`config.mk`:
```
export PLATFORM = sky130hd
export DESIGN_NAME = tsb_queue
export DESIGN_NICKNAME = d
export VERILOG_FILES = /design/src/hdl/tsb_pkg.sv /design/src/hdl/tsb_queue.sv
export SDC_FILE = /design/constraint.sdc
export NUM_CORES = 1
export LEC_CHECK = 0
export BUFFER_PORTS_ARGS = -buffer_cell sky130_fd_sc_hd__buf_4
export CORE_ASPECT_RATIO = 1.1
export CORE_MARGIN = 2
export CORE_UTILIZATION = 45
export CTS_CLUSTER_SIZE = 20
export DETAILED_ROUTE_END_ITERATION = 12
export PLACE_DENSITY = 0.65
export SLEW_MARGIN = 20
export SYNTH_ARGS = -nofsm -noshare
export SYNTH_HDL_FRONTEND = slang
export SYNTH_SLANG_ARGS = --single-unit
```
`constraint.sdc`:
```
create_clock -name i_clk -period 11.8 [get_ports i_clk]
set_input_delay 0.59 -clock i_clk [delete_from_list [all_inputs] [get_ports i_clk]]
set_output_delay 0.59 -clock i_clk [all_outputs]
set_load 0.02 [all_outputs]
```
`src/hdl/tsb_pkg.sv`:
```
// Shared types, constants and helper functions of the bilinear texture sampler.
package tsb_pkg;

    // Sizes
    localparam int MAX_DIM         = 256;
    localparam int COORD_FRAC_BITS = 16;
    localparam int WEIGHT_BITS     = 8;
    localparam int COORD_W         = 24;
    localparam int CHAN_W          = 8;
    localparam int TEXEL_W         = 3 * CHAN_W;
    localparam int ADDR_W          = 16;
    localparam int OUT_W           = 16;
    localparam int DIM_W           = $clog2(MAX_DIM + 1);
    localparam int IDX_W           = $clog2(MAX_DIM);
    localparam int UC_W            = COORD_FRAC_BITS + 1;
    localparam int PROD_W          = UC_W + DIM_W;
    localparam int ROW_W           = IDX_W + DIM_W;
    localparam int WONE_W          = WEIGHT_BITS + 1;
    localparam int ACC_W           = CHAN_W + WEIGHT_BITS;
    localparam int RES_W           = CHAN_W + 2 * WEIGHT_BITS + 1;
    localparam int RES_SH          = 2 * WEIGHT_BITS - 8;
    localparam int STORE_DEPTH     = 1 << ADDR_W;

    // Queue between front and back
    localparam int QDEPTH = 8;
    localparam int QPTR_W = $clog2(QDEPTH);
    localparam int QCNT_W = $clog2(QDEPTH + 1);

    // Codes
    localparam logic OP_WRITE     = 1'b0;
    localparam logic OP_SAMPLE    = 1'b1;
    localparam logic FILT_NEAREST = 1'b0;
    localparam logic FILT_LINEAR  = 1'b1;
    localparam logic WRAP_CLAMP   = 1'b0;
    localparam logic WRAP_REPEAT  = 1'b1;

    // Register map (word index)
    localparam logic [1:0] REG_WIDTH  = 2'd0;
    localparam logic [1:0] REG_HEIGHT = 2'd1;
    localparam logic [1:0] REG_FILTER = 2'd2;
    localparam logic [1:0] REG_WRAP   = 2'd3;

    localparam logic [OUT_W-1:0] MAGENTA_LEVEL = 16'hFF00;

    typedef struct packed {
        logic [DIM_W-1:0] width;
        logic [DIM_W-1:0] height;
        logic             filter;
        logic             wrap;
    } t_cfg;

    // One classified item on its way to the back end
    typedef struct packed {
        logic                   is_wr;
        logic                   nearest;
        logic                   err;
        logic [ADDR_W-1:0]      a00;
        logic [ADDR_W-1:0]      a10;
        logic [ADDR_W-1:0]      a01;
        logic [ADDR_W-1:0]      a11;
        logic [WEIGHT_BITS-1:0] wx;
        logic [WEIGHT_BITS-1:0] wy;
        logic [TEXEL_W-1:0]     wdata;
    } t_qitem;

    // Dimension with zero taken as one and oversize taken as the maximum
    function automatic logic [DIM_W-1:0] eff_dim(input logic [DIM_W-1:0] d);
        logic [DIM_W-1:0] r;
        if (d == '0) begin
            r = DIM_W'(1);
        end else if (d > DIM_W'(MAX_DIM)) begin
            r = DIM_W'(MAX_DIM);
        end else begin
            r = d;
        end
        return r;
    endfunction

    // Clamp to [0,1] or keep the floor fraction
    function automatic logic [UC_W-1:0] shape_coord(input logic [COORD_W-1:0] c,
                                                    input logic wrap);
        logic [COORD_W-1:0] one_w;
        logic [UC_W-1:0]    r;
        one_w = COORD_W'(1) << COORD_FRAC_BITS;
        if (wrap == WRAP_REPEAT) begin
            r = {1'b0, c[COORD_FRAC_BITS-1:0]};
        end else if (c[COORD_W-1]) begin
            r = '0;
        end else if (c > one_w) begin
            r = UC_W'(1) << COORD_FRAC_BITS;
        end else begin
            r = c[UC_W-1:0];
        end
        return r;
    endfunction

    // Coordinate fraction cut down (or widened) to a blend weight
    function automatic logic [WEIGHT_BITS-1:0] frac_to_weight(
            input logic [COORD_FRAC_BITS-1:0] f);
        logic [COORD_FRAC_BITS+WEIGHT_BITS-1:0] t;
        t = {f, {WEIGHT_BITS{1'b0}}} >> COORD_FRAC_BITS;
        return t[WEIGHT_BITS-1:0];
    endfunction

endpackage

```
`src/hdl/tsb_queue.sv`:
```
// Short item queue between the front and back ends.
module tsb_queue (
    input  logic            i_clk,
    input  logic            i_rst_n,
    input  logic            i_push,
    input  tsb_pkg::t_qitem i_item,
    input  logic            i_pop,
    output logic            o_empty,
    output tsb_pkg::t_qitem o_item
);

    tsb_pkg::t_qitem            r_buf [tsb_pkg::QDEPTH];
    logic [tsb_pkg::QPTR_W-1:0] r_wptr, r_rptr;
    logic [tsb_pkg::QCNT_W-1:0] r_count;

    assign o_empty = (r_count == '0);
    assign o_item  = r_buf[r_rptr];

    // Pointers and fill level; the front's credits keep it from overflowing
    always_ff @(posedge i_clk) begin
        if (!i_rst_n) begin
            r_wptr  <= '0;
            r_rptr  <= '0;
            r_count <= '0;
        end else begin
            if (i_push) r_wptr <= r_wptr + tsb_pkg::QPTR_W'(1);
            if (i_pop)  r_rptr <= r_rptr + tsb_pkg::QPTR_W'(1);
            r_count <= r_count + tsb_pkg::QCNT_W'(i_push) - tsb_pkg::QCNT_W'(i_pop);
        end
    end

    always_ff @(posedge i_clk) begin
        if (i_push) r_buf[r_wptr] <= i_item;
    end

endmodule

```
# After elaboration in Yosys (flattened, before gate mapping)
# Memories as Yosys holds them, arrays and structs flattened. A register that Yosys moved wholly into a read port is not among the register bits.
# Cells that the tools add are included.
# word_totals
mem_bits_ro	0
memories	1
mem_bits_rw	856
latchBits	0
output_inout_bits	108
in_bits	111
wordCells	13
ff_bits	10
# classes
mux	4
addsub	4
magnitude_cmp	0
reduce_logical	1
div_mod_pow	0
shift	0
bitwise_logic	0
n_eq_ne	0
multipliers	0
# mem_list
name	words	word_bits	rd	rd_clocked_by_memory_dff	write_ports	line	text
r_buf	8	107	1	1	1	tsb_queue.sv:12	tsb_pkg::t_qitem r_buf [tsb_pkg::QDEPTH];
# op_table
op	n
$add 3x1->3 const B	2
$mux 3	2
$add 4x1->4	1
$logic_not 4->1	1
$sub 4x1->4	1
$mux 1	2

# Logic depth before layout (Yosys ltp)
# Gate-level depths: netlist of run 1.
# logic_depth
word_depth	3
mapped_depth	8
mapped_depth_nobuf	8

# Least setup slack after synthesis of run 1
# Ideal clock, no wire load.
# synth_path
path_type	input to register
from	in i_push
to	mem r_buf[0][0] in the netlist's numbering (enable)
required_time_ps	11096
slack_ps	3180
stages	2
path_buffers	0
setup_ps	704
t_arrival_ps	7916
path_cell_list	nand2b_1 > nor3_1
# synth_via
elab_chain_cells	2
# synth_lines
element	line	text
start, declared	tsb_queue.sv:5	input logic i_push,
$mux 1	tsb_queue.sv:33	if (i_push) r_buf[r_wptr] <= i_item;
$mux 1 (not written as such)	tsb_queue.sv:33	
end, declared	tsb_queue.sv:12	
# No other way between the ends.

==> results of run 1 <==
-- sequential cells by signal, indices dropped and copies added, names as in the netlist, named ones only --
name / flops
r_wptr: 3
r_buf: 856
r_count: 4
r_rptr: 3
-- placed cells by master (no fill, tap or decap), types with 7 or more instances in the layout --
| cell type | count |
|---|---|
| sky130_fd_sc_hd__edfxtp_1 | 856 |
| sky130_fd_sc_hd__buf_4 | 228 |
| sky130_fd_sc_hd__mux4_2 | 214 |
| sky130_fd_sc_hd__mux2_2 | 107 |
| sky130_fd_sc_hd__clkbuf_16 | 88 |
| sky130_fd_sc_hd__clkinv_2 | 18 |
| sky130_fd_sc_hd__clkinv_1 | 16 |
| sky130_fd_sc_hd__clkbuf_1 | 11 |
| sky130_fd_sc_hd__dfxtp_1 | 10 |
| sky130_fd_sc_hd__inv_1 | 7 |
| sky130_fd_sc_hd__and2_1 | 7 |
| sky130_fd_sc_hd__ha_1 | 7 |
| sky130_fd_sc_hd__clkinvlp_4 | 7 |
| sky130_fd_sc_hd__buf_12 | 7 |
-- Yosys cell counts (2+ instances only) --
cell                       count  area share [%]
sky130_fd_sc_hd__edfxtp_1    856              78
sky130_fd_sc_hd__xnor2_1       3           0.080
sky130_fd_sc_hd__nand2b_1      4           0.076
sky130_fd_sc_hd__buf_1         4           0.046
sky130_fd_sc_hd__inv_1         7           0.080
sky130_fd_sc_hd__buf_2        20            0.31
sky130_fd_sc_hd__nor2_1        6           0.069
sky130_fd_sc_hd__ha_1          7            0.27
sky130_fd_sc_hd__nor2b_1       3           0.057
sky130_fd_sc_hd__mux2i_1       3           0.092
sky130_fd_sc_hd__nand2_1       5           0.057
sky130_fd_sc_hd__buf_6        18            0.62
sky130_fd_sc_hd__and2_1        7            0.13
sky130_fd_sc_hd__clkbuf_1     18            0.21
sky130_fd_sc_hd__nor3_1        2           0.031
sky130_fd_sc_hd__xor2_1        2           0.053
sky130_fd_sc_hd__mux4_2      214              15
sky130_fd_sc_hd__mux2_2      107             3.7
sky130_fd_sc_hd__dfxtp_1      13            0.79
-- worst paths after layout --
kind	to	startpoint	slack [ns]	depth (start not counted)
max reg2reg	r_buf[1][104]	r_wptr[0]	9.22	4
min	r_buf[4][38]	i_item[38]	0.20	1
min reg2reg	flop	r_rptr[1]	0.54	2
max	o_item[82]	flop	6.77	5
-- cells by family after synthesis --
logic type,share of synthesized area (%)
adders and majority gates,0.328
xor gates and xnor gates,0.134
buffers and inverters,1.30
AOI/OAI and AO/OA,0.0382
muxes,18.5
and+or+nand+nor,0.443
DFF,79.3
-- metrics by stage --
stage | instance area, µm² | setup slack, ns | cells | util, % | hold WS [ns]
floorplan | 32800 | 3.18 | 1304 | - | 0.512
global placement | 35500 | 7.23 | 2425 | 49.3 | 0.523
detailed placement | 35500 | 7.18 | 2425 | 49.3 | 0.533
CTS | 38200 | 6.52 | 2584 | 53.2 | 0.149
global route | 38200 | 6.26 | 2584 | 53.2 | 0.164
finish | 38200 | 6.77 | 2585 | 53.2 | 0.197
-- report_power, final --
group	total, mW	switching (mW)	internal, mW	leakage (nW)
registers	3.51	0.0312	3.48	7.89
logic	0.615	0.322	0.293	2.85
clock network	2.63	1.13	1.51	1.35
-- layout make-up --
| type | instances | area (µm²) |
|---|---|---|
| Clock inverter | 56 | 459 |
| Multi-Input combinational cell | 367 | 6420 |
| Clock buffer | 103 | 2300 |
| Sequential cell | 869 | 26000 |
| Antenna cell | 1 | 2.50 |
| Fill cell | 5508 | 33700 |
| Timing Repair Buffer | 237 | 1870 |
| Inverter | 7 | 26.3 |
| Tap cell | 945 | 1180 |
-- layer usage --
metal | global-route usage [%] | up-vias | wire (µm)
met5 | 0 | - | 66
met3 | 4.25 | 89 | 3840
met1 | 23.3 | 7662 | 27200
met4 | 4.39 | 10 | 1050
li1 | - | 6124 | -
met2 | 29.2 | 328 | 32600
==> impl_metrics.toml, run 1 <==
[logic_synthesis]
synth_sequential_area_ratio_pct = 79.3
synth_ff_type = "sky130_fd_sc_hd__edfxtp_1"
postSynth.asyncResetShare_pct = 0
yosys_register_bits = 869
synthCells = 1304
synth_enable_flop_cells = 856
synth.lib_cells_used.distinct = 24
syn_area_um2 = 32800
syn-mean-instance-area_um2 = 25.1
yosysWarnings = 0
synth_fp_nets = 1423

[sta]
period_utilisation_layout_pct = 42.6
clock-skew-final_ns = 0.0201
fin_crit_ns = 5.03
pin_slew_with_the_least_headroom_to_its_limit_ns = 1.10
timing_max_transition_violations_final = 0
finalSetupViolations = 0
timing.max_slew.rel_slack_pct = 26.9
rsz0062_at_grt = "false"
final.setup.tns_ns = 0
maximum_frequency_from_static_timing_analysis_mhz = 199
hold_viol_final = 0

[pwr]
pwr_density_cell_nw_per_um2 = 177
ir_worst_vdd_uv = 114
design_power_total_mw = 6.76
total_leakage_power_nw = 12.1

[clocking]
post_cts_setup_buffer_count = 0
cts-resized-gates = 0
cts-hold-fix-buffers = 0
cts_buffer_depth = 3
tritoncts = "done"
tritoncts_num_sinks = 869
clkSlewWorstSetupHoldPaths_ns = 0.06
clock_latency_ns = 0.62
ctsRootBufferMaster = "sky130_fd_sc_hd__clkbuf_16"
total_clock_buffers_created_by_cts = 88
htree_num_levels = 3

[layout]
final_layout_size_suffix_gt1_share_pct = 42.8
finalNetCount = 1689
syn2layout_area_growth_pct = 16.7

[global_route]
first_global_vias = 15600
global_route.usage.total_pct = 17.5
grt_start_max_net_pins = 108
globalRoute.totalOverflow = 0
number_of_antenna_violations_at_the_first_check_in_global_routing = 6
grt_pass1_wl_mm = 96.4

[critical_path]
start_kind = "flop"
timing.critical_path.slowest_cell_delay_ns = 0.93
cp.required_ns = 11.21
critical-path-slowest-cell = "sky130_fd_sc_hd__dfxtp_4"
worst_path_most_repeated_cell = "sky130_fd_sc_hd__buf_4"
critPathMaxFanout = 48
worstPathCellList = "buf_4, buf_4, mux4_2, mux2_2, buf_4"
path_class = "reg -> out"
critPathTopFamily = "buffers and inverters"
critPathBufInv = 3
crit_path_end_kind = "output pin"
worst_ep_arrival_time_ns = 4.44

[die]
core_region_area_um2 = 71900
die_ht_um = 287
dieArea_um2 = 75000
initial_utilization_pct = 45.5
die_width_um = 261
core.rowCount = 103
pin_count = 219

[drt]
ant_nets = 0
route.detailed.wl_per_inst_um = 25.1
vias_per_cell = 5.50
drcViolationCount = 0
initialDrtViolationCount = 1001
drt_pre_antenna_iters = 5
detailroute.via_count = 14200
finalWirelength_mm = 64.8

[place]
final_weighted_congestion_of_routability_driven_global_placement = 0.674
count_of_port_buffers_added_during_placement = 218
dp_hpwl_mm = 31.7

[status]
outcome = "completed"

[hold_path]
worstHoldPathType = "in -> reg"

[job]
timing.max_cap.violations = 0
Power figures use the tool's default switching activity.
==> inputs of run 2 (changes only) <==
Settings changed: ABC_AREA set to 1.
Clock period 11.8 ns to 5.2 ns, I/O delays scaled along.
==> impl_metrics.toml, run 2 <==
[sta]
hold_ws_ns = 0.384
timing.max_slew.rel_slack_pct = 13.8
finalSetupViolations = 0
rsz0062_at_grt = "false"
timing_max_transition_violations_final = 0
final.setup.tns_ns = 0
period_utilisation_layout_pct = 80.9
fin_crit_ns = 4.21
hold_viol_final = 0
maximum_frequency_from_static_timing_analysis_mhz = 238
postLayoutSetupSlackWorst_ns = 0.995
clock-skew-final_ns = 0.0199
pin_slew_with_the_least_headroom_to_its_limit_ns = 1.29

[critical_path]
crit_path_end_kind = "output pin"
cp.required_ns = 4.94
start_kind = "flop"
worst_ep_arrival_time_ns = 3.95
critPathMaxFanout = 220
path_class = "reg -> out"

[global_route]
grt_start_max_net_pins = 221
global_route.usage.total_pct = 19.6
globalRoute.totalOverflow = 0
grt_pass1_wl_mm = 131
number_of_antenna_violations_at_the_first_check_in_global_routing = 9
first_global_vias = 23700

[die]
core.rowCount = 111
dieArea_um2 = 87000
die_width_um = 281
die_ht_um = 309
pin_count = 219
initial_utilization_pct = 45.6
core_region_area_um2 = 83600

[place]
detailedPlace.worstSlack_ns = 1.67
count_of_port_buffers_added_during_placement = 218
placed_cells_incl_taps = 4995
dp_hpwl_mm = 42.7
final_weighted_congestion_of_routability_driven_global_placement = 0.752

[logic_synthesis]
yosysWarnings = 0
synth_simple_gate_area_share_pct = 19.7
synth_top_area_cell = "sky130_fd_sc_hd__edfxtp_1"
dominant_combinational_cell_family_by_area_after_synthesis = "simple AND/OR/NAND/NOR gates"
synth_fp_nets = 3898
synth.lib_cells_used.distinct = 19
yosys_register_bits = 869
postSynth.asyncResetShare_pct = 0
synth_ff_type = "sky130_fd_sc_hd__edfxtp_1"
synth_compound_gate_area_share_pct = 0.144
synth_sequential_area_ratio_pct = 68.1
syn_area_um2 = 38100
synth_area_leaders = "sky130_fd_sc_hd__edfxtp_1 67%, sky130_fd_sc_hd__nand2_1 14%, sky130_fd_sc_hd__inv_1 8.6%"
synthXorXnorAreaFrac_pct = 0.0230
syn-mean-instance-area_um2 = 10.1
post-synth-top-count-cell = "sky130_fd_sc_hd__nand2_1"
synth_enable_flop_cells = 856
synth_top_area_share_pct = 67.5
synth_adder_area_share_pct = 0.282
synth_commonest_cells = "1404 x sky130_fd_sc_hd__nand2_1, 871 x sky130_fd_sc_hd__inv_1, 856 x sky130_fd_sc_hd__edfxtp_1, 430 x sky130_fd_sc_hd__nand3_1, 67 x sky130_fd_sc_hd__buf_2"
synthCells = 3779
synth_mux_area_share_pct = 0

[pwr]
ir_worst_vdd_uv = 342
pwr_density_cell_nw_per_um2 = 358
total_leakage_power_nw = 20.2

[layout]
final_cell_mix = "1404 x sky130_fd_sc_hd__nand2_1, 871 x sky130_fd_sc_hd__inv_1, 856 x sky130_fd_sc_hd__edfxtp_1"
leading_cell_type_in_the_layout_fill_and_taps_excluded = "sky130_fd_sc_hd__nand2_1"
largest_register = "r_buf"
finalNetCount = 4188
final_layout_size_suffix_gt1_share_pct = 9.23
final-instance-count-excl-fill = 5275
utilization_pct = 53.0
largest_register_ff_count = 856
largestRegisters = "r_buf: 856 flops, r_count: 4 flops"
syn2layout_area_growth_pct = 16.2

[drt]
drcViolationCount = 0
ant_nets = 0
drt_pre_antenna_iters = 5
vias_per_cell = 4.67
finalWirelength_mm = 85.3
initialDrtViolationCount = 1621
route.detailed.wl_per_inst_um = 16.2
detailroute.via_count = 24600

[clocking]
ctsRootBufferMaster = "sky130_fd_sc_hd__clkbuf_16"
clock_latency_ns = 0.65
cts_buffer_depth = 3
cts-resized-gates = 0
tritoncts_num_sinks = 869
tritoncts = "done"
htree_num_levels = 3
total_clock_buffers_created_by_cts = 91
clkSlewWorstSetupHoldPaths_ns = 0.06

[hold_path]
worstHoldPathType = "in -> reg"

[job]
timing.max_cap.violations = 0

[status]
outcome = "completed"
run 2: changes by cell type after synthesis, moves of 5 or more:
cell / before / now
sky130_fd_sc_hd__a21oi_1: 1 / 7
sky130_fd_sc_hd__buf_1: 4 / 9
sky130_fd_sc_hd__nand2_1: 5 / 1404
sky130_fd_sc_hd__buf_2: 20 / 67
sky130_fd_sc_hd__and2_1: 7 / 0
sky130_fd_sc_hd__mux2_2: 107 / 0
sky130_fd_sc_hd__clkbuf_1: 18 / 8
sky130_fd_sc_hd__mux4_2: 214 / 0
sky130_fd_sc_hd__nand3_1: 0 / 430
sky130_fd_sc_hd__inv_1: 7 / 871
sky130_fd_sc_hd__buf_6: 18 / 50
sky130_fd_sc_hd__nor2_1: 6 / 15
sky130_fd_sc_hd__buf_4: 0 / 31
run 2: critical path, stage by stage (launching register included):
cell and delay [ns]:
sky130_fd_sc_hd__dfxtp_4 0.87, sky130_fd_sc_hd__clkinv_8 0.88, sky130_fd_sc_hd__buf_4 0.65, sky130_fd_sc_hd__nand2_1 0.12, sky130_fd_sc_hd__nand3_1 0.07, sky130_fd_sc_hd__nand2_1 0.11
sky130_fd_sc_hd__nand2_1 0.05, sky130_fd_sc_hd__nand2_1 0.17, sky130_fd_sc_hd__buf_4 0.17
run 2: final cells by class:
| class | count | area (µm²) |
|---|---|---|
| repair buffers | 362 | 3100 |
| clock inverters | 50 | 345 |
| well taps | 1130 | 1410 |
| multi-input cells | 1871 | 7720 |
| diodes | 5 | 12.5 |
| inverters | 874 | 3300 |
| flip-flops and latches | 869 | 26000 |
| clock buffers | 114 | 2410 |
| fillers | 7266 | 39300 |
run 2: path summary, 6_finish.rpt:
check	slack [ns]	startpoint	end	cells after the start
max	0.99	flop	o_item[60]	8
min	0.38	i_item[9]	r_buf[5][9]	2
max reg2reg	2.68	r_wptr[0]	r_buf[6][74]	3
min reg2reg	0.50	r_wptr[0]	r_wptr[0]	2
run 2: timing repair:
item | in CTS | in global routing
hold endpoints to repair | 869 | 0
hold buffers | 111 | 0
buffers inserted | 0 | 0
run 2: logic make-up after synthesis:
kind of cell | Yosys count
xor gates and xnor gates | 1
AOI/OAI and AO/OA | 11
buffers and inverters | 1039
and+or+nand+nor | 1851
adders and majority gates | 8
DFF | 869
run 2: power by group:
part	internal, mW	switching [mW]	leakage [nW]
combinational	0.647	1.25	11.0
clock	3.42	2.60	1.33
sequential	7.87	0.0578	7.88
total	11.9	3.91	20.2
run 2: stage by stage:
step	power (mW)	area [µm²]
after floorplan	9.29	38100
after global placement	9.90	40400
after detailed placement	9.92	40400
after CTS	16.0	44300
after global routing	16.5	44300
final	15.8	44300
run 2: layer usage:
metal	up-vias	share of wire, %	track usage (%)	wire length (µm)
met4	14	2.0	6.20	1730
met3	129	5.8	3.29	4900
met2	629	48	32.9	40700
li1	12300	-	-	-
met1	11500	44	26.1	37900
met5	-	0.094	0	80
