`src/hdl/tsb_pkg.sv`:
```
// Shared types, constants and helper functions of the bilinear texture sampler.
package tsb_pkg;

    // Sizes
    localparam int MAX_DIM         = 256;
    localparam int COORD_FRAC_BITS = 16;
    localparam int WEIGHT_BITS     = 8;
    localparam int COORD_W         = 24;
    localparam int CHAN_W          = 8;
    localparam int TEXEL_W         = 3 * CHAN_W;
    localparam int ADDR_W          = 16;
    localparam int OUT_W           = 16;
    localparam int DIM_W           = $clog2(MAX_DIM + 1);
    localparam int IDX_W           = $clog2(MAX_DIM);
    localparam int UC_W            = COORD_FRAC_BITS + 1;
    localparam int PROD_W          = UC_W + DIM_W;
    localparam int ROW_W           = IDX_W + DIM_W;
    localparam int WONE_W          = WEIGHT_BITS + 1;
    localparam int ACC_W           = CHAN_W + WEIGHT_BITS;
    localparam int RES_W           = CHAN_W + 2 * WEIGHT_BITS + 1;
    localparam int RES_SH          = 2 * WEIGHT_BITS - 8;
    localparam int STORE_DEPTH     = 1 << ADDR_W;

    // Queue between front and back
    localparam int QDEPTH = 8;
    localparam int QPTR_W = $clog2(QDEPTH);
    localparam int QCNT_W = $clog2(QDEPTH + 1);

    // Codes
    localparam logic OP_WRITE     = 1'b0;
    localparam logic OP_SAMPLE    = 1'b1;
    localparam logic FILT_NEAREST = 1'b0;
    localparam logic FILT_LINEAR  = 1'b1;
    localparam logic WRAP_CLAMP   = 1'b0;
    localparam logic WRAP_REPEAT  = 1'b1;

    // Register map (word index)
    localparam logic [1:0] REG_WIDTH  = 2'd0;
    localparam logic [1:0] REG_HEIGHT = 2'd1;
    localparam logic [1:0] REG_FILTER = 2'd2;
    localparam logic [1:0] REG_WRAP   = 2'd3;

    localparam logic [OUT_W-1:0] MAGENTA_LEVEL = 16'hFF00;

    typedef struct packed {
        logic [DIM_W-1:0] width;
        logic [DIM_W-1:0] height;
        logic             filter;
        logic             wrap;
    } t_cfg;

    // One classified item on its way to the back end
    typedef struct packed {
        logic                   is_wr;
        logic                   nearest;
        logic                   err;
        logic [ADDR_W-1:0]      a00;
        logic [ADDR_W-1:0]      a10;
        logic [ADDR_W-1:0]      a01;
        logic [ADDR_W-1:0]      a11;
        logic [WEIGHT_BITS-1:0] wx;
        logic [WEIGHT_BITS-1:0] wy;
        logic [TEXEL_W-1:0]     wdata;
    } t_qitem;

    // Dimension with zero taken as one and oversize taken as the maximum
    function automatic logic [DIM_W-1:0] eff_dim(input logic [DIM_W-1:0] d);
        logic [DIM_W-1:0] r;
        if (d == '0) begin
            r = DIM_W'(1);
        end else if (d > DIM_W'(MAX_DIM)) begin
            r = DIM_W'(MAX_DIM);
        end else begin
            r = d;
        end
        return r;
    endfunction

    // Clamp to [0,1] or keep the floor fraction
    function automatic logic [UC_W-1:0] shape_coord(input logic [COORD_W-1:0] c,
                                                    input logic wrap);
        logic [COORD_W-1:0] one_w;
        logic [UC_W-1:0]    r;
        one_w = COORD_W'(1) << COORD_FRAC_BITS;
        if (wrap == WRAP_REPEAT) begin
            r = {1'b0, c[COORD_FRAC_BITS-1:0]};
        end else if (c[COORD_W-1]) begin
            r = '0;
        end else if (c > one_w) begin
            r = UC_W'(1) << COORD_FRAC_BITS;
        end else begin
            r = c[UC_W-1:0];
        end
        return r;
    endfunction

    // Coordinate fraction cut down (or widened) to a blend weight
    function automatic logic [WEIGHT_BITS-1:0] frac_to_weight(
            input logic [COORD_FRAC_BITS-1:0] f);
        logic [COORD_FRAC_BITS+WEIGHT_BITS-1:0] t;
        t = {f, {WEIGHT_BITS{1'b0}}} >> COORD_FRAC_BITS;
        return t[WEIGHT_BITS-1:0];
    endfunction

endpackage

```
`src/hdl/tsb_front.sv`:
```
// Front end: accepts items, shapes coordinates and works out texel addresses and weights.
module tsb_front (
    input  logic            i_clk,
    input  logic            i_rst_n,
    input  tsb_pkg::t_cfg   i_cfg,
    input  logic            i_valid,
    output logic            o_stall,
    input  logic            i_op,
    input  logic [15:0]     i_texel_index,
    input  logic [7:0]      i_red_in,
    input  logic [7:0]      i_green_in,
    input  logic [7:0]      i_blue_in,
    input  logic [23:0]     i_coord_u,
    input  logic [23:0]     i_coord_v,
    input  logic            i_pop,
    output logic            o_push,
    output tsb_pkg::t_qitem o_item
);

    logic [tsb_pkg::QCNT_W-1:0] r_credit, n_credit;
    logic                       accept;
    logic [tsb_pkg::DIM_W-1:0]  w_e, h_e, wm1, hm1, mx, my;

    // Stage 1: shaped coordinates
    logic                           r1_v, r1_op;
    logic [tsb_pkg::ADDR_W-1:0]     r1_idx;
    logic [tsb_pkg::TEXEL_W-1:0]    r1_rgb;
    logic [tsb_pkg::UC_W-1:0]       r1_u, r1_cv;
    // Stage 2: scaled coordinates
    logic                           r2_v, r2_op;
    logic [tsb_pkg::ADDR_W-1:0]     r2_idx;
    logic [tsb_pkg::TEXEL_W-1:0]    r2_rgb;
    logic [tsb_pkg::PROD_W-1:0]     r2_pu, r2_pv;
    // Stage 3: texel coordinates and weights
    logic                           r3_v, r3_op, r3_err;
    logic [tsb_pkg::ADDR_W-1:0]     r3_idx;
    logic [tsb_pkg::TEXEL_W-1:0]    r3_rgb;
    logic [tsb_pkg::IDX_W-1:0]      r3_x0, r3_x1, r3_y0, r3_y1;
    logic [tsb_pkg::WEIGHT_BITS-1:0] r3_wx, r3_wy;
    // Stage 4: row offsets
    logic                           r4_v, r4_op, r4_err;
    logic [tsb_pkg::ADDR_W-1:0]     r4_idx;
    logic [tsb_pkg::TEXEL_W-1:0]    r4_rgb;
    logic [tsb_pkg::IDX_W-1:0]      r4_x0, r4_x1;
    logic [tsb_pkg::ROW_W-1:0]      r4_y0w, r4_y1w;
    logic [tsb_pkg::WEIGHT_BITS-1:0] r4_wx, r4_wy;

    logic [tsb_pkg::DIM_W-1:0] xf, yf, x0c, y0c, x1c, y1c;

    assign w_e = tsb_pkg::eff_dim(i_cfg.width);
    assign h_e = tsb_pkg::eff_dim(i_cfg.height);
    assign wm1 = w_e - tsb_pkg::DIM_W'(1);
    assign hm1 = h_e - tsb_pkg::DIM_W'(1);
    assign mx  = (i_cfg.filter == tsb_pkg::FILT_LINEAR) ? wm1 : w_e;
    assign my  = (i_cfg.filter == tsb_pkg::FILT_LINEAR) ? hm1 : h_e;

    // Credits cover items in this pipeline and in the queue
    assign o_stall  = (r_credit == tsb_pkg::QCNT_W'(tsb_pkg::QDEPTH));
    assign accept   = i_valid && !o_stall;
    assign n_credit = r_credit + tsb_pkg::QCNT_W'(accept) - tsb_pkg::QCNT_W'(i_pop);

    always_ff @(posedge i_clk) begin
        if (!i_rst_n) begin
            r_credit <= '0;
            r1_v     <= 1'b0;
            r2_v     <= 1'b0;
            r3_v     <= 1'b0;
            r4_v     <= 1'b0;
        end else begin
            r_credit <= n_credit;
            r1_v     <= accept;
            r2_v     <= r1_v;
            r3_v     <= r2_v;
            r4_v     <= r3_v;
        end
    end

    // Texel coordinates: nearest clamps to the last texel, linear takes a neighbour
    // (integer part of the product is at most MAX_DIM, so DIM_W bits hold it)
    always_comb begin
        xf  = r2_pu[tsb_pkg::COORD_FRAC_BITS+tsb_pkg::DIM_W-1:tsb_pkg::COORD_FRAC_BITS];
        yf  = r2_pv[tsb_pkg::COORD_FRAC_BITS+tsb_pkg::DIM_W-1:tsb_pkg::COORD_FRAC_BITS];
        x0c = xf;
        y0c = yf;
        if (i_cfg.filter == tsb_pkg::FILT_NEAREST) begin
            if (xf > wm1) x0c = wm1;
            if (yf > hm1) y0c = hm1;
        end
        x1c = (x0c + tsb_pkg::DIM_W'(1) < wm1) ? x0c + tsb_pkg::DIM_W'(1) : wm1;
        y1c = (y0c + tsb_pkg::DIM_W'(1) < hm1) ? y0c + tsb_pkg::DIM_W'(1) : hm1;
    end

    // Payload stages
    always_ff @(posedge i_clk) begin
        r1_op  <= i_op;
        r1_idx <= i_texel_index;
        r1_rgb <= {i_red_in, i_green_in, i_blue_in};
        r1_u   <= tsb_pkg::shape_coord(i_coord_u, i_cfg.wrap);
        r1_cv  <= tsb_pkg::shape_coord(i_coord_v, i_cfg.wrap);

        r2_op  <= r1_op;
        r2_idx <= r1_idx;
        r2_rgb <= r1_rgb;
        r2_pu  <= tsb_pkg::PROD_W'(r1_u * mx);
        r2_pv  <= tsb_pkg::PROD_W'(r1_cv * my);

        r3_op  <= r2_op;
        r3_idx <= r2_idx;
        r3_rgb <= r2_rgb;
        r3_x0  <= x0c[tsb_pkg::IDX_W-1:0];
        r3_y0  <= y0c[tsb_pkg::IDX_W-1:0];
        r3_x1  <= x1c[tsb_pkg::IDX_W-1:0];
        r3_y1  <= y1c[tsb_pkg::IDX_W-1:0];
        r3_wx  <= tsb_pkg::frac_to_weight(r2_pu[tsb_pkg::COORD_FRAC_BITS-1:0]);
        r3_wy  <= tsb_pkg::frac_to_weight(r2_pv[tsb_pkg::COORD_FRAC_BITS-1:0]);
        r3_err <= (i_cfg.filter == tsb_pkg::FILT_LINEAR) &&
                  (w_e == tsb_pkg::DIM_W'(1) || h_e == tsb_pkg::DIM_W'(1));

        r4_op  <= r3_op;
        r4_idx <= r3_idx;
        r4_rgb <= r3_rgb;
        r4_err <= r3_err;
        r4_x0  <= r3_x0;
        r4_x1  <= r3_x1;
        r4_wx  <= r3_wx;
        r4_wy  <= r3_wy;
        r4_y0w <= tsb_pkg::ROW_W'(r3_y0 * w_e);
        r4_y1w <= tsb_pkg::ROW_W'(r3_y1 * w_e);
    end

    // Item for the queue
    always_comb begin
        o_push         = r4_v;
        o_item.is_wr   = (r4_op == tsb_pkg::OP_WRITE);
        o_item.nearest = (i_cfg.filter == tsb_pkg::FILT_NEAREST);
        o_item.err     = r4_err;
        o_item.a00     = tsb_pkg::ADDR_W'(r4_y0w + tsb_pkg::ROW_W'(r4_x0));
        o_item.a10     = tsb_pkg::ADDR_W'(r4_y0w + tsb_pkg::ROW_W'(r4_x1));
        o_item.a01     = tsb_pkg::ADDR_W'(r4_y1w + tsb_pkg::ROW_W'(r4_x0));
        o_item.a11     = tsb_pkg::ADDR_W'(r4_y1w + tsb_pkg::ROW_W'(r4_x1));
        o_item.wx      = r4_wx;
        o_item.wy      = r4_wy;
        o_item.wdata   = r4_rgb;
        if (r4_op == tsb_pkg::OP_WRITE) begin
            o_item.a00 = r4_idx;
        end
    end

endmodule

```
`config.mk`:
```
export PLATFORM = sky130hd
export DESIGN_NAME = tsb_front
export DESIGN_NICKNAME = d
export VERILOG_FILES = /design/src/hdl/tsb_pkg.sv /design/src/hdl/tsb_front.sv
export SDC_FILE = /design/constraint.sdc
export NUM_CORES = 1
export LEC_CHECK = 0
export BUFFER_PORTS_ARGS = -buffer_cell sky130_fd_sc_hd__buf_4
export CAP_MARGIN = 20
export CORE_MARGIN = 4
export CORE_UTILIZATION = 50
export DETAILED_ROUTE_END_ITERATION = 6
export PLACE_DENSITY = 0.79
export SKIP_LAST_GASP = 1
export SLEW_MARGIN = 10
export SYNTH_ARGS = -nofsm -noshare
export SYNTH_HDL_FRONTEND = slang
export SYNTH_SLANG_ARGS = --single-unit
```
`constraint.sdc`:
```
create_clock -name i_clk -period 10.2 [get_ports i_clk]
set_input_delay 1.02 -clock i_clk [delete_from_list [all_inputs] [get_ports i_clk]]
set_output_delay 1.02 -clock i_clk [all_outputs]
set_load 0.05 [all_outputs]
```
# Yosys cells after proc, flatten, opt, wreduce, memory -nomap -nowiden
# Index checks and enable logic that the tools add are counted.
# Widths: inputs -> output; s select.
dict set report word_totals {
  ff_bits 370
  inputBits 113
  output_inout_bits 109
}
dict set report op_classes {
  n_bitwise 2
  reduce_logical 8
  n_mux 19
  n_lt_le_gt_ge 8
  n_mul 4
  n_eq_ne 3
  addsub 10
}
# op n
set ops {}
lappend ops {{$mux 9} 10}
lappend ops {{$mux 16} 5}
lappend ops {{$add 16x8->16} 4}
lappend ops {{$mul 17x9->25} 2}
lappend ops {{$gt 24x17->1 const B} 2}
lappend ops {{$mux 17} 2}
lappend ops {{$mul 8x9->16} 2}
lappend ops {{$add 9x1->9 const B} 2}
lappend ops {{$eq 9x1->1 const B} 2}
lappend ops {{$gt 9x9->1} 2}
lappend ops {{$gt 9x9->1 const B} 2}
lappend ops {{$logic_not 9->1} 2}
lappend ops {{$lt 9x9->1} 2}
lappend ops {{$sub 9x1->9 const B} 2}
lappend ops {{$mux 8} 2}
lappend ops {{$add 4x1->4} 1}
lappend ops {{$eq 4x4->1 const B} 1}
lappend ops {{$reduce_or 2->1} 2}
lappend ops {{$sub 4x1->4} 1}
lappend ops {{$logic_and 1x1->1} 2}
lappend ops {{$not 1->1} 2}
lappend ops {{$logic_not 1->1} 1}
lappend ops {{$logic_or 1x1->1} 1}

# Logic depth before layout (Yosys ltp)
# Gate-level depths: netlist of the first run.
dict set report depth {
  word_depth 10
  ltp_mapped 34
}

# Worst setup path before layout of the first run
# OpenSTA, ideal clock, no wires.
dict set report synth_timing {
  kind {input to register}
  start {input i_cfg[6] (netlist name)}
  end {register r2_pv[19] (netlist name)}
  path_slack_ps 2533
  t_required_ps 10075
  setup_time_ps 125
  arrival_time_ps 7542
  stages 31
  cell_sequence {buf_2 nor4_4 a21oi_1 nor2_1 inv_1 ha_1 clkbuf_1 nand2_1 mux2i_1 a21oi_1 inv_1 o21ai_0 clkbuf_1 nand2_1 fa_1 fa_1 inv_1 fa_1 inv_1 fa_1 inv_1 ha_1 o211ai_1 o21ai_0 or3_1 and3_1 a2111oi_4 nor3b_1 o31a_1 o21ai_0 a21oi_1}
}
dict set report synth_via {
  elab_chain_cells 6
  elab_cells_between_ends 7
  cone_classes {add/sub: 1; mul: 1; order compare: 1; mux: 3; reduce/logical: 1}
}
# item line_no
set synth_lines {}
lappend synth_lines {{start, declared} tsb_front.sv:5} ;# input tsb_pkg::t_cfg i_cfg,
lappend synth_lines {{$gt 9x9->1} tsb_pkg.sv:71} ;# end else if (d > DIM_W'(MAX_DIM)) begin
lappend synth_lines {{$mux 9} tsb_pkg.sv:71}
lappend synth_lines {{$mux 9 (*)} tsb_pkg.sv:69} ;# if (d == '0) begin
lappend synth_lines {{$sub 9x1->9} tsb_front.sv:53} ;# assign hm1 = h_e - tsb_pkg::DIM_W'(1);
lappend synth_lines {{$mux 9 (*)} tsb_front.sv:55} ;# assign my = (i_cfg.filter == tsb_pkg::FILT_LINEAR) ? hm1 : h_e;
lappend synth_lines {{$mul 17x9->25 (*)} tsb_front.sv:105} ;# r2_pv <= tsb_pkg::PROD_W'(r1_cv * my);
lappend synth_lines {{end signal, assigned} tsb_front.sv:105}
lappend synth_lines {{end, declared} tsb_front.sv:33} ;# logic [tsb_pkg::PROD_W-1:0] r2_pu, r2_pv;
# Every way passes the cells marked *; elsewhere a longest branch is shown, timed or not.
# A chain may end at the register's enable or synchronous reset.

# Final worst setup path of the first run
# Same ends and word-level chain as after synthesis.

==> results of run 1 <==
-- metrics by stage --
stage / hold slack [ps] / power, W / std cells / instance area [um^2] / setup WS, ps
after global placement: 310 / 0.00650 / 3422 / 27400 / 2030
final: 318 / 0.00805 / 3498 / 28700 / 2360
after CTS: 320 / 0.00813 / 3494 / 28700 / 2340
after floorplan: 310 / 0.00537 / 2590 / 25000 / 2530
after detailed placement: 312 / 0.00662 / 3423 / 27400 / 1730
after global routing: 328 / 0.00871 / 3498 / 28700 / 1830
-- registers in the layout (all words and copies together) (netlist names), 17 cells and up --
name    cells
r1_cv      17
r1_rgb     24
r1_u       17
r2_pu      17
r2_pv      17
r2_rgb     24
r3_rgb     24
r4_rgb     24
-- Yosys cell counts, drive strengths merged, types with 2 or more instances --
cell type and count:
o211ai 3, nand3b 4, nand2b 11, mux2i 18, o31ai 3, a21oi 67
or3 5, ha 227, a211o 3, o21a 14, a21boi 16, o21bai 5
a31oi 5, or4 4, and3 7, xnor2 110, xor2 32, and2 256
buf 22, nor3 19, mux2 22, nor4 16, and4 4, fa 295
nand4 12, o31a 4, a22o 2, o211a 2, nor3b 2, a21o 26
or3b 2, nand3 19, inv 429, a211oi 4, nand2 274, nand4b 3
o41ai 4, dfxtp 354, nor2 89, clkbuf 48, o21ai 71, nor2b 62
-- routing by layer --
layer | vias up | wire length [um] | GRT usage
li1 | 8479 | - | -
met3 | 80 | 3590 | 0.0450
met5 | - | 0 | 0
met4 | 0 | 1200 | 0.0531
met1 | 8587 | 22800 | 0.263
met2 | 516 | 25700 | 0.351
-- where the power goes --
group          internal, W  switching [W]  total (W)
logic              0.00177        0.00282    0.00459
clock network     0.000874       0.000564    0.00144
registers          0.00175       0.000280    0.00203
-- cells by family (layout without fill, tap and decap cells) --
group,count (synthesis),after routing,share of synthesized area
AOI/OAI and AO/OA,243,243,0.0626
muxes,40,40,0.0171
buffers and inverters,499,743,0.0753
DFF,354,354,0.283
xor gates and xnor gates,142,142,0.0497
and+or+nand+nor,790,790,0.162
adders and majority gates,522,522,0.350
-- area by class of cell --
cell class                      count  area, um^2  area share
Clock inverter                     17         196     0.00683
Clock buffer                       54        1150      0.0401
Sequential cell                   354        7090       0.247
Tap cell                          664         831      0.0289
Multi-Input combinational cell   1737       16000       0.558
Inverter                          429        1610      0.0560
Timing Repair Buffer              243        1820      0.0635
-- worst max-delay path: cells and delay by family --
| kind | cells | cell delay, ps |
|---|---|---|
| fa+ha+maj | 6 | 2620 |
| compound gates | 9 | 2070 |
| simple gates | 7 | 1600 |
| buf+inv | 7 | 880 |
| mux | 1 | 60 |
-- worst max path at each step --
stage / end / start / cells past startpoint
after floorplan: r2_pv[19]$_DFF_P_ / i_cfg[6] / 31
after global placement: r2_pv[24]$_DFF_P_ / i_cfg[6] / 25
after detailed placement: r2_pv[24]$_DFF_P_ / i_cfg[6] / 25
after CTS: r2_pv[24]$_DFF_P_ / i_cfg[6] / 25
after global routing: r2_pv[19]$_DFF_P_ / i_cfg[6] / 30
final: r2_pv[19]$_DFF_P_ / i_cfg[6] / 30
==> results_dict.tcl, run 1 <==
set metrics [dict create \
    outcome "complete, no violations" \
    ys_types 70 \
    routedWlPerCell_um 15.2 \
    worstPathRequired_ps 10630 \
    drtIter0Drc 857 \
    route.detailed.drc 0 \
    crit_slowest_cell "fa_1" \
    utilization 0.585 \
    fmax_mhz 128 \
    layout_commonest_cell "inv_1" \
    netlist_area_um2 25000 \
    setup-violations-final 0 \
    r2r-end "r2_pv[19]$_DFF_P_" \
    port_buffers 221 \
    layout_common_cells "428 x inv_1, 354 x dfxtp_1, 295 x fa_1" \
    critPathMaxFanout 17 \
    grt_pass1_wl_um 91000 \
    fin_nets 3440 \
    ctsRootBufferMaster "clkbuf_16" \
    cts.reportedPaths.clkPinSlew_ps 60 \
    grt_overflow_total 0 \
    synth_top_area_cell "dfxtp_1" \
    cts_setup_buffers 0 \
    n_antenna_cell 0 \
    crit_arrival_ps 8260 \
    top_level_ports 222 \
    cts_tree "yes" \
    synthArstFlopShare 0 \
    hold_depth 0 \
    gp_congestion 0.880 \
    hp-class "register to register" \
    antenna_found_initial 0 \
    reg2regPathDepth 18 \
    post-route-min-period_ps 7840 \
    ant_nets 0 \
    coreArea_um2 49200 \
    timing.slew.headroom 0.362 \
    grt_pass1_vias 18900 \
    ir_drop_mv 0.199 \
    crit_type "input pin to register" \
    fin_skew_ps 16.6 \
    synth_edf_count 0 \
    synthCells 2590 \
    cts_buffer_depth 3 \
    clkSinkCount 354 \
    cts_resized 0 \
    ys_seq_area_frac 0.283 \
    hold_end "r3_rgb[14]$_DFF_P_" \
    synth_ff_type "dfxtp_1" \
    hpwl_um 43000 \
    hold_buffers 0 \
    die_w_um 232 \
    slew_violations 0 \
    tightest_slew_ps 957 \
    worst_hold_startpoint "r2_rgb[14]$_DFF_P_" \
    area_growth_pct 14.9 \
    vias 17700 \
    fillers 4092 \
    drv_cap 0 \
    post-route-period-util 0.768 \
    grt_use_total 0.204 \
    yosysWarnings 0 \
    placementRows 81 \
    cts_made_buffers 40 \
    die_area_um2 53700 \
    drive_gt1_frac 0.123 \
    max_stage_delay_ps 510 \
    reg2reg_slack_ps 4810 \
    insertion_delay_ps 550 \
    critPathCaptureType "register" \
    rsz0062_at_grt "no" \
    r2r-start "r1_cv[6]$_DFF_P_" \
    syn_nets 3225 \
    synth-seq-cells 354 \
    vias_per_cell 5.05 \
    grt_max_degree 30 \
    synth_top_area_share 0.283 \
    hold_viol 0 \
    initial_core_util 0.509 \
    setup-tns-final_ps 0 \
    cts_htree_levels 2 \
    drt-total-wl_um 53300 \
    firstDrtPassIters 5 \
    synth_area_per_cell_um2 9.65 \
    path_common_cell "inv_1" \
    die_height_um 232 \
    synth_area_leaders "dfxtp_1 28%, fa_1 24%, ha_1 11%" \
    startpoint_type "input pin" \
    p_leak_nw 14.3 \
    p_per_area_nw_per_um2 280 \
]
No activity file was read; power rests on OpenSTA's default activity.
==> inputs of run 2 (changes only) <==
clock period = 7.7 ns   (was 10.2 ns; I/O delays follow)
==> results_dict.tcl, run 2 (synthesis results as in run 1) <==
set metrics [dict create \
    critPathMaxFanout 12 \
    port_buffers 221 \
    cts.reportedPaths.clkPinSlew_ps 60 \
    grt_pass1_vias 19200 \
    layout_commonest_cell "inv_1" \
    r2r-end "r2_pv[19]$_DFF_P_" \
    fmax_mhz 139 \
    post-place-ws_ps -6.93 \
    area_growth_pct 15.2 \
    hp-class "input pin to register" \
    route.met3.wl_um 3440 \
    ctsRootBufferMaster "clkbuf_16" \
    layout_setup_ws_ps 509 \
    drive_gt1_frac 0.125 \
    cts_made_buffers 40 \
    grt_max_degree 30 \
    wl_met2_um 26200 \
    rsz0062_at_grt "no" \
    outcome "complete, no violations" \
    post-route-min-period_ps 7190 \
    finalNonFillerCells 3507 \
    drv_cap 0 \
    n_antenna_cell 0 \
    coreArea_um2 49200 \
    hold_depth 1 \
    seqPwrFrac 0.252 \
    reg2regPathDepth 18 \
    vias_per_cell 5.08 \
    insertion_delay_ps 560 \
    worst_hold_startpoint "i_texel_index[1]" \
    hpwl_um 43800 \
    clkSinkCount 354 \
    cts_resized 0 \
    cts_tree "yes" \
    met1_length_um 23700 \
    vias 17800 \
    worstPathRequired_ps 8140 \
    timing.slew.headroom 0.276 \
    firstDrtPassIters 5 \
    gp_congestion 0.912 \
    top_level_ports 222 \
    crit_arrival_ps 7630 \
    reg2reg_slack_ps 2300 \
    routedWlPerCell_um 15.6 \
    crit_type "input pin to register" \
    hold_viol 0 \
    cts_buffer_depth 3 \
    combPwrFrac 0.569 \
    finalPower_w 0.0107 \
    r2r-start "r1_cv[7]$_DFF_P_" \
    placementRows 81 \
    utilization 0.586 \
    critPathCaptureType "register" \
    place_inst 3438 \
    slew_violations 0 \
    ir_drop_mv 0.240 \
    fillers 4054 \
    grt_pass1_wl_um 93400 \
    post-route-period-util 0.934 \
    die_height_um 232 \
    cts_setup_buffers 0 \
    highest_layer "met4" \
    fin_hold_ws_ps 310 \
    p_clk_frac 0.179 \
    antenna_found_initial 1 \
    grt_overflow_total 0 \
    cts_htree_levels 2 \
    ant_nets 0 \
    initial_core_util 0.509 \
    die_w_um 232 \
    fin_nets 3451 \
    p_leak_nw 14.3 \
    route.detailed.drc 0 \
    hold_buffers 0 \
    swShare 0.456 \
    crit_slowest_cell "xnor2_1" \
    drt-total-wl_um 54600 \
    drtIter0Drc 890 \
    setup-violations-final 0 \
    die_area_um2 53700 \
    fin_skew_ps 17.2 \
    tightest_slew_ps 1080 \
    grt_use_total 0.211 \
    p_per_area_nw_per_um2 371 \
    internal_power_w 0.00582 \
    switchingPower_w 0.00488 \
    max_stage_delay_ps 860 \
    layout_common_cells "428 x inv_1, 354 x dfxtp_1, 295 x fa_1" \
    hold_end "r1_idx[1]$_DFF_P_" \
    startpoint_type "input pin" \
]
[run 2: cell count changes in the layout (fill, tap and decap cells not counted), moves of 2 or more]
cell and delta:
nor2b_2 -2, clkinvlp_4 +3, nor2b_1 +2, o21ai_1 -2
clkbuf_16 +2, o21ai_0 +2, clkbuf_8 -8, clkbuf_1 +2
buf_4 +11
[run 2: power by group through the flow]
stage | logic (W) | clock network, W | registers (W)
6_report | 0.00609 | 0.00192 | 0.00269
5_1_grt | 0.00676 | 0.00206 | 0.00275
4_1_cts | 0.00612 | 0.00199 | 0.00269
3_5_place_dp | 0.00606 | 0 | 0.00272
3_3_place_gp | 0.00591 | 0 | 0.00270
2_1_floorplan | 0.00441 | 0 | 0.00271
[run 2: layout make-up]
| cell class | instances | area (um^2) | area share |
|---|---|---|---|
| clock inverter | 19 | 235 | 0.00817 |
| multi-input combinational | 1737 | 16000 | 0.557 |
| timing repair buffer | 254 | 1910 | 0.0662 |
| clock buffer | 50 | 1100 | 0.0382 |
| tap | 664 | 831 | 0.0288 |
| sequential | 354 | 7090 | 0.246 |
| inverter | 429 | 1610 | 0.0559 |
[run 2: worst max-delay path by stage]
stage          startpoint                end  cells past startpoint
6_report         i_cfg[4]  r2_pv[19]$_DFF_P_                     26
5_1_grt          i_cfg[4]  r2_pv[19]$_DFF_P_                     26
4_1_cts          i_cfg[4]  r2_pv[19]$_DFF_P_                     26
3_5_place_dp     i_cfg[4]  r2_pv[19]$_DFF_P_                     26
3_3_place_gp     i_cfg[5]  r2_pv[24]$_DFF_P_                     26
2_1_floorplan    i_cfg[6]  r2_pv[19]$_DFF_P_                     31
[run 2: metrics by stage]
step / instance area (um^2) / TNS (ps)
floorplan: 25000 / 0
detailed placement: 27500 / -6.93
CTS: 28800 / 0
global route: 28800 / 0
finish: 28800 / 0
global placement: 27500 / 0
[run 2: critical path: cells and delay by family]
kind,cells,cell delay [ps]
fa+ha+maj,6,2720
buf+inv,5,460
compound gates,7,1610
simple gates,7,1220
xor+xnor,1,860
[run 2: metal layers]
metal | vias up | global-route usage
met5 | - | 0
met4 | 0 | 0.0615
met3 | 94 | 0.0348
met2 | 532 | 0.361
met1 | 8686 | 0.276
li1 | 8498 | -
